`src/rtl/sqe_pkg.sv`:
```
// shared constants, codes and controller/datapath interface types
// for the square quadrature engine; no dependencies
package sqe_pkg;

    localparam int MAX_SUB_DEFAULT = 65536;

    localparam int BND_W  = 24;   // signed q8.16 bounds
    localparam int XQ_W   = 40;   // bounds widened to q.32
    localparam int HM_W   = 41;   // step magnitude
    localparam int OFF_W  = 43;   // offset accumulator
    localparam int X_W    = 44;   // sample point
    localparam int TOL_W  = 40;
    localparam int INT_W  = 64;
    localparam int SQ_W   = 48;
    localparam int MACC_W = 106;
    localparam int MAXD_W = 5;
    localparam int ST_W   = 2;
    localparam int SUB_W  = 17;

    localparam logic [ST_W-1:0] ST_OK    = 2'd0;
    localparam logic [ST_W-1:0] ST_ZERO  = 2'd1;
    localparam logic [ST_W-1:0] ST_LIMIT = 2'd2;

    localparam logic [MAXD_W-1:0] MAXD_RESET = 5'd16;

    localparam logic [1:0] SRC_NONE = 2'd0;
    localparam logic [1:0] SRC_PT   = 2'd1;
    localparam logic [1:0] SRC_A    = 2'd2;
    localparam logic [1:0] SRC_B    = 2'd3;

    typedef struct packed {
        logic       load;
        logic       div_start;
        logic [1:0] src;
        logic       pt_first;
        logic       sum_clr;
        logic       sum_half;
        logic       mul_en;
        logic [1:0] mul_step;
        logic       fin;
        logic       save_prev;
        logic       diff;
        logic       rule;
    } t_cmd;

    typedef struct packed {
        logic div_busy;
        logic pipe_empty;
        logic conv;
    } t_stat;

endpackage

```
`src/rtl/sqe_ctrl.sv`:
```
// controller: request sequencing, subinterval count, doubling loop
// and result handshake; uses sqe_pkg
module sqe_ctrl
    import sqe_pkg::*;
#(
    parameter int MAX_SUBINTERVALS = MAX_SUB_DEFAULT,
    parameter int NW               = 17
) (
    input  logic              i_clk,
    input  logic              i_rst_n,
    input  logic              i_valid,
    output logic              o_stall,
    input  logic              i_func,
    input  logic              i_adaptive,
    input  logic [SUB_W-1:0]  i_subintervals,
    input  logic [MAXD_W-1:0] i_max_doublings,
    output t_cmd              o_cmd,
    output logic [NW-1:0]     o_n,
    input  t_stat             i_stat,
    output logic              o_valid,
    input  logic              i_stall,
    output logic [ST_W-1:0]   o_status,
    output logic [MAXD_W-1:0] o_doublings_used
);

    localparam logic [3:0] S_IDLE  = 4'd0;
    localparam logic [3:0] S_START = 4'd1;
    localparam logic [3:0] S_DIV   = 4'd2;
    localparam logic [3:0] S_ENDA  = 4'd3;
    localparam logic [3:0] S_ENDB  = 4'd4;
    localparam logic [3:0] S_ENDW  = 4'd5;
    localparam logic [3:0] S_PTS   = 4'd6;
    localparam logic [3:0] S_DRAIN = 4'd7;
    localparam logic [3:0] S_MUL   = 4'd8;
    localparam logic [3:0] S_FIN   = 4'd9;
    localparam logic [3:0] S_DIFF  = 4'd10;
    localparam logic [3:0] S_CMP   = 4'd11;
    localparam logic [3:0] S_LIM   = 4'd12;
    localparam logic [3:0] S_OUT   = 4'd13;

    localparam logic [NW:0] MAX_N = (NW+1)'(MAX_SUBINTERVALS);

    logic [3:0]        r_state, n_state;
    logic [NW-1:0]     r_n, n_n, r_cnt, n_cnt, clamp_n;
    logic [MAXD_W-1:0] r_used, n_used;
    logic [ST_W-1:0]   r_status, n_status;
    logic [2:0]        r_step, n_step;
    logic              r_rule, n_rule, r_adapt, n_adapt;
    logic              r_first_pt, n_first_pt, r_first_est, n_first_est;

    assign clamp_n = (32'(i_subintervals) > 32'(MAX_SUBINTERVALS))
                   ? NW'(MAX_SUBINTERVALS) : NW'(i_subintervals);

    always_comb begin
        n_state     = r_state;
        n_n         = r_n;
        n_cnt       = r_cnt;
        n_used      = r_used;
        n_status    = r_status;
        n_step      = r_step;
        n_rule      = r_rule;
        n_adapt     = r_adapt;
        n_first_pt  = r_first_pt;
        n_first_est = r_first_est;
        o_cmd       = '0;
        o_cmd.rule  = r_rule;
        case (r_state)
            S_IDLE: begin
                if (i_valid) begin
                    o_cmd.load  = 1'b1;
                    n_rule      = i_func;
                    n_adapt     = i_adaptive;
                    n_used      = '0;
                    n_first_est = 1'b1;
                    if (!i_adaptive && (i_subintervals == '0)) begin
                        n_status = ST_ZERO;
                        n_state  = S_OUT;
                    end else begin
                        n_status = ST_OK;
                        n_n      = i_adaptive ? NW'(1) : clamp_n;
                        n_state  = S_START;
                    end
                end
            end
            S_START: begin
                o_cmd.div_start = 1'b1;
                o_cmd.sum_clr   = 1'b1;
                n_state         = S_DIV;
            end
            S_DIV: begin
                if (!i_stat.div_busy) begin
                    n_first_pt = 1'b1;
                    n_cnt      = r_rule ? (r_n - NW'(1)) : r_n;
                    n_state    = r_rule ? S_ENDA : S_PTS;
                end
            end
            S_ENDA: begin
                o_cmd.src = SRC_A;
                n_state   = S_ENDB;
            end
            S_ENDB: begin
                o_cmd.src = SRC_B;
                n_state   = S_ENDW;
            end
            S_ENDW: begin
                if (i_stat.pipe_empty) begin
                    o_cmd.sum_half = 1'b1;
                    n_state        = S_PTS;
                end
            end
            S_PTS: begin
                if (r_cnt == '0) begin
                    n_state = S_DRAIN;
                end else begin
                    o_cmd.src      = SRC_PT;
                    o_cmd.pt_first = r_first_pt;
                    n_first_pt     = 1'b0;
                    n_cnt          = r_cnt - NW'(1);
                end
            end
            S_DRAIN: begin
                if (i_stat.pipe_empty) begin
                    n_step  = '0;
                    n_state = S_MUL;
                end
            end
            S_MUL: begin
                // four partial products, then the last add before S_FIN
                if (r_step[2]) begin
                    n_state = S_FIN;
                end else begin
                    o_cmd.mul_en   = 1'b1;
                    o_cmd.mul_step = r_step[1:0];
                    n_step         = r_step + 3'd1;
                end
            end
            S_FIN: begin
                o_cmd.fin   = 1'b1;
                n_first_est = 1'b0;
                if (!r_adapt) begin
                    n_state = S_OUT;
                end else if (r_first_est) begin
                    n_state = S_LIM;
                end else begin
                    n_state = S_DIFF;
                end
            end
            S_DIFF: begin
                o_cmd.diff = 1'b1;
                n_state    = S_CMP;
            end
            S_CMP: begin
                n_state = i_stat.conv ? S_OUT : S_LIM;
            end
            S_LIM: begin
                if ((r_used >= i_max_doublings) || (({1'b0, r_n} << 1) > MAX_N)) begin
                    n_status = ST_LIMIT;
                    n_state  = S_OUT;
                end else begin
                    o_cmd.save_prev = 1'b1;
                    n_n             = r_n << 1;
                    n_used          = r_used + MAXD_W'(1);
                    n_state         = S_START;
                end
            end
            S_OUT: begin
                if (!i_stall) begin
                    n_state = S_IDLE;
                end
            end
            default: begin
                n_state = S_IDLE;
            end
        endcase
    end

    always_ff @(posedge i_clk) begin
        if (!i_rst_n) begin
            r_state <= S_IDLE;
        end else begin
            r_state <= n_state;
        end
    end

    always_ff @(posedge i_clk) begin
        r_n         <= n_n;
        r_cnt       <= n_cnt;
        r_used      <= n_used;
        r_status    <= n_status;
        r_step      <= n_step;
        r_rule      <= n_rule;
        r_adapt     <= n_adapt;
        r_first_pt  <= n_first_pt;
        r_first_est <= n_first_est;
    end

    assign o_n              = r_n;
    assign o_stall          = (r_state != S_IDLE);
    assign o_valid          = (r_state == S_OUT);
    assign o_status         = r_status;
    assign o_doublings_used = r_used;

endmodule

```
`config.mk`:
```
export PLATFORM = sky130hd
export DESIGN_NAME = sqe_ctrl
export DESIGN_NICKNAME = d
export VERILOG_FILES = /design/src/rtl/sqe_pkg.sv /design/src/rtl/sqe_ctrl.sv
export SDC_FILE = /design/constraint.sdc
export NUM_CORES = 1
export LEC_CHECK = 0
export BUFFER_PORTS_ARGS = -buffer_cell sky130_fd_sc_hd__buf_2
export CORE_UTILIZATION = 59
export DETAILED_ROUTE_END_ITERATION = 6
export GPL_TIMING_DRIVEN = 0
export PLACE_DENSITY = 0.86
export SYNTH_ARGS = -nofsm -noshare
export SYNTH_HDL_FRONTEND = slang
export SYNTH_SLANG_ARGS = --single-unit
export TNS_END_PERCENT = 20
```
`constraint.sdc`:
```
create_clock -name i_clk -period 10.5 [get_ports i_clk]
set_clock_uncertainty 0.15 [all_clocks]
set_input_delay 0.525 -clock i_clk [delete_from_list [all_inputs] [get_ports i_clk]]
set_output_delay 0.525 -clock i_clk [all_outputs]
set_load 0.01 [all_outputs]
```
# Yosys cells after proc, flatten, opt, wreduce, memory -nomap -nowiden
# Cells that the tools add are included.
word_totals:
  register_bits: 52
  in_bits: 31
  out_inout_bits: 40
  elab_cells: 116
classes:
  add_sub_neg: 4
  order_cmp: 3
  n_eq_ne: 25
  n_mux: 53
  reduce_logical: 20
op_table:
  columns: ["operator", "count"]
  rows:
  - ["2-to-1 mux 17 bit", 8]
  - ["one-hot mux 17 bit (2 select lines)", 2]
  - ["one-hot mux 4 bit (14 select lines)", 1]
  - ["2-to-1 mux 4 bit", 10]
  - ["zero test 17 bit", 2]
  - ["subtractor 17 x 1 -> 17 bit (second input constant)", 2]
  - ["equality test 4 bit (second input constant)", 6]
  - ["!= test 2 bit (second input constant)", 12]
  - ["greater-than comparator 18 x 17 -> 1 bit (second input constant)", 1]
  - ["2-to-1 mux 3 bit", 6]
  - ["greater-than comparator 17 bit (second input constant)", 1]
  - ["equality test 4 x 3 -> 1 bit (second input constant)", 4]
  - ["2-to-1 mux 1 bit", 15]
  - ["AND reduction 3 bit", 4]
  - ["2-to-1 mux 5 bit", 2]
  - ["one-hot mux 5 bit (2 select lines)", 1]
  - ["equality test 4 x 2 -> 1 bit (second input constant)", 2]
  - ["nonzero test 2 bit", 4]
  - ["AND reduction 7 bit", 1]
  - ["2-to-1 mux 2 bit", 3]
  - ["one-hot mux 2 bit (3 select lines)", 1]
  - ["one-hot mux 3 bit (2 select lines)", 1]
  - ["AND reduction 2 bit", 3]
  - ["adder 5 x 1 -> 5 bit (second input constant)", 1]
  - ["11 further kinds", 12]

# Longest topological paths before layout
logic_depth:
  word_depth: 6
  depth_mapped: 9
  ltp_nobuf: 8

# Least setup slack after synthesis
# Ideal clock, no wire load.
synth_path:
  path_type: "reg-to-reg"
  startpoint: "register r_state[1]"
  endpoint: "register r_cnt[0] (enable)"
  setup_time_ns: 0.445
  arrival_time_ns: 2.714
  required_ns: 9.905
  path_slack_ns: 7.191
  stages_incl_launch_ff: 4
  path_buffers: 1
  synth_period_minus_slack_ns: 3.309
  path_cell_list: "dfxtp_1 -> clkbuf_1 -> nand2b_1 -> o41ai_1"
synth_between:
  elab_chain_len: 3
  elab_cells_between_ends: 6
  classes_between: "eq/ne: 4; reduce/logical: 2"
synth_lines:
  columns: ["item", "line_no", "rtl"]
  rows:
  - ["start, declared", "sqe_ctrl.sv:43", "logic [3:0] r_state, n_state;"]
  - ["start signal, assigned", "sqe_ctrl.sv:181", "r_state <= n_state;"]
  - ["equality test 4 x 3 -> 1 bit / equality test 4 x 2 -> 1 bit (equally long branches)", "sqe_ctrl.sv:67", "case (r_state)"]
  - ["!= test 2 bit (no source line) / nonzero test 2 bit (equally long branches)", null, null]
  - ["AND reduction 3 bit (no source line) (*)", null, null]
  - ["end signal, assigned", "sqe_ctrl.sv:187", "r_cnt <= n_cnt;"]
  - ["end, declared", "sqe_ctrl.sv:44", "logic [NW-1:0] r_n, n_n, r_cnt, n_cnt, clamp_n;"]
# Every way passes the cells marked *; elsewhere a longest branch is shown, timed or not.
# A chain may end at the register's enable or synchronous reset.

==> run summary <==
outcome -> finished, final reports clean
antenna violations before repair -> 0
1st-pass router iterations -> 4
HPWL Detailed -> 5.76 mm
max cap viols -> 0
Hold Buf Count CTS -> 0
post-route cell area -> 0.00384 mm²
cell area after synthesis -> 0.00329 mm²
I/O pin count -> 71
pwr dens -> 214 mW/mm²
DRC -> 0
Worst Setup End Kind -> output pin
crit path max fanout -> 6
Final Max Slew Viols -> 0
placed cell count -> 474
Post-Synth XOR/XNOR Area -> 0.0771
vias per cell -> 5.90
TritonCTS buffer count -> 5
CTS tree -> yes
root buffer cell -> clkbuf_8
DR vias -> 2846
area grow syn2layout -> 16.7%
path type of the worst min-delay path -> primary input to register
Worst-path clk slew -> 0.10 ns
gr ovfl total -> 0
cts repair resizes -> 0
WS Path Type -> register to output pin
Worst path max stage delay -> 0.53 ns
Initial Util -> 0.629
Most used DFF post-synth -> edfxtp_1
hold slack -> 0.248 ns
asr flop ratio synth -> 0
Cell Area, Placed -> 0.00376 mm²
mux contribution to synthesized area -> 0.0216
critical path buffer and inverter count -> 3
fin cells -> 482
Port Buffers -> 70
worst path required time -> 9.83 ns
fmax -> 287 MHz
Routed WL -> 7.58 mm
Final ANT Viol Nets -> 0
largest net degree at the start of global routing -> 18
Top delay family on crit path -> simple AND/OR/NAND/NOR gates
First DRT Iteration DRCs -> 184
CP Data Arrival Time -> 2.81 ns
RSZ-0062 raised after global routing -> false
Synth Area in Compound Gates -> 0.147
die height -> 76.7 µm
Critical Path Start Type -> register
site row count -> 26
CTS Buffer Depth -> 2
final setup TNS -> 0 ns
fin nets -> 451
DR WL/cell -> 15.7 µm
slowest CP cell -> nor4b_1
count of different cell masters after synthesis -> 58
cells along the critical path -> inv_1 -> ha_1 -> nor4b_1 -> or3b_1 -> buf_6 -> o31ai_4 -> o31ai_1 -> buf_2
Adder-Cell Fraction of Synth Area -> 0.0342
die area -> 0.00589 mm²
routability cong. -> 0.913
total track usage -> 0.278
warnings from Yosys -> 0
latest clock arrival within the worst-skew pair -> 0.31 ns
Yosys reg bits -> 52
vias in the first global route -> 2676
fraction of layout cells with a size suffix above 1 -> 0.233
Core Area -> 0.00524 mm²
Die Wd -> 76.7 µm
setup repair bufs after CTS -> 0
number of flops mapped to enable cells by yosys -> 48
# diodes -> 0
Worst-Margin Slew -> 0.871 ns
Rel. slew slack -> 0.419
first-pass GRT wire length -> 12.9 mm
Final Hold Vio Count -> 0
Post-Synthesis Cells -> 332
post-synthesis sequential area ratio -> 0.462
Post-Syn Nets -> 372
simple-gate share of the synthesized area -> 0.210
CTS Sinks -> 52
final critical-path share of the clock period -> 0.331
largest family of logic cells by synthesized area -> simple AND/OR/NAND/NOR gates
Overall Power -> 824 µW
# H-tree levels -> 2
Tmin final -> 3.48 ns
Leakage -> 0.00154 µW
Max VDD drop -> 0.000128 V
Mean Syn Cell Area -> 9.92 µm²
final setup fails -> 0
## placed cells by master (no fill, tap or decap), drive strengths merged, types with 8 or more instances in the layout
cell / count
buf: 77
edfxtp: 48
nor2: 32
nand2: 28
inv: 20
clkbuf: 18
xnor2: 17
o21ai: 16
a22o: 13
xor2: 12
a21oi: 12
nor3: 10
ha: 9
nor4: 8
## cells in the mapped netlist, drive strengths merged, types with 2 or more instances
master	count	area, µm²
nor3b	2	15.0
or4	6	48.8
ha	9	113
dfxtp	4	80.1
and3	2	12.5
o21ai	16	80.1
o311a	3	30.0
or2	4	25.0
or3	5	31.3
a311oi	2	23.8
nand4	3	18.8
o21a	4	30.0
mux2i	6	60.1
nor4	8	50.1
xnor2	17	149
and2	7	46.3
or4b	2	20.0
nor2	32	120
nor4b	3	32.5
clkbuf	13	48.8
nand2	28	105
nor3	10	50.1
a211oi	2	15.0
o31ai	4	43.8
xor2	12	105
a31oi	2	12.5
inv	19	71.3
a22o	13	114
nand3	5	25.0
a21oi	12	60.1
nand2b	4	25.0
edfxtp	48	1440
nor2b	5	31.3
buf	5	35.0
## power by group
group	total [µW]	switching (µW)	internal (µW)
clock network	114	66.8	46.7
registers	377	71.0	306
logic	333	192	141
## metrics by stage
| stage | setup WS (ns) | utilization |
|---|---|---|
| 2_1_floorplan | 7.19 | - |
| 3_3_place_gp | 6.35 | 0.713 |
| 3_5_place_dp | 7.31 | 0.718 |
| 4_1_cts | 7.01 | 0.734 |
| 5_1_grt | 6.85 | 0.734 |
| 6_report | 7.02 | 0.734 |
## cells by family (layout without fill, tap and decap cells)
group | Yosys count | in the layout
AND/OR/NAND/NOR | 130 | 130
AO/OA/AOI/OAI | 67 | 67
flip-flops | 52 | 52
buffers and inverters | 38 | 118
XOR/XNOR | 29 | 29
adder cells (fa/ha/maj) | 9 | 9
multiplexers | 7 | 7
## sequential cells by signal, indices dropped and copies added (netlist names)
register          flops
o_doublings_used      5
o_n                  17
o_status              2
r_adapt               1
r_cnt                17
r_first_est           1
r_first_pt            1
r_rule                1
r_state               4
r_step                3
## cell type report
class                           count  area (µm²)
Clock buffer                        5        68.8
Tap cell                           70        87.6
Fill cell                         404        1390
Multi-Input combinational cell    242        1630
Clock inverter                      3        17.5
Inverter                           20        75.1
Timing Repair Buffer               72         365
Sequential cell                    52        1520
Buffer                             18        83.8
## metal layers
layer	part of all wire	vias up	global-route usage
met4	0.018	0	0.0846
li1	-	1375	-
met1	0.45	1343	0.397
met2	0.47	111	0.433
met5	0	-	0
met3	0.059	17	0.0452
## worst paths after layout
check,start,to,slack [ns],cells past startpoint
setup / recovery,r_cnt[0],o_cmd[10],7.02,8
hold / removal,i_func,r_rule,0.25,1
setup reg to reg,o_n[9],o_n[15],7.29,5
hold reg to reg,r_step[0],r_step[0],0.45,1
Power figures use the tool's default switching activity.
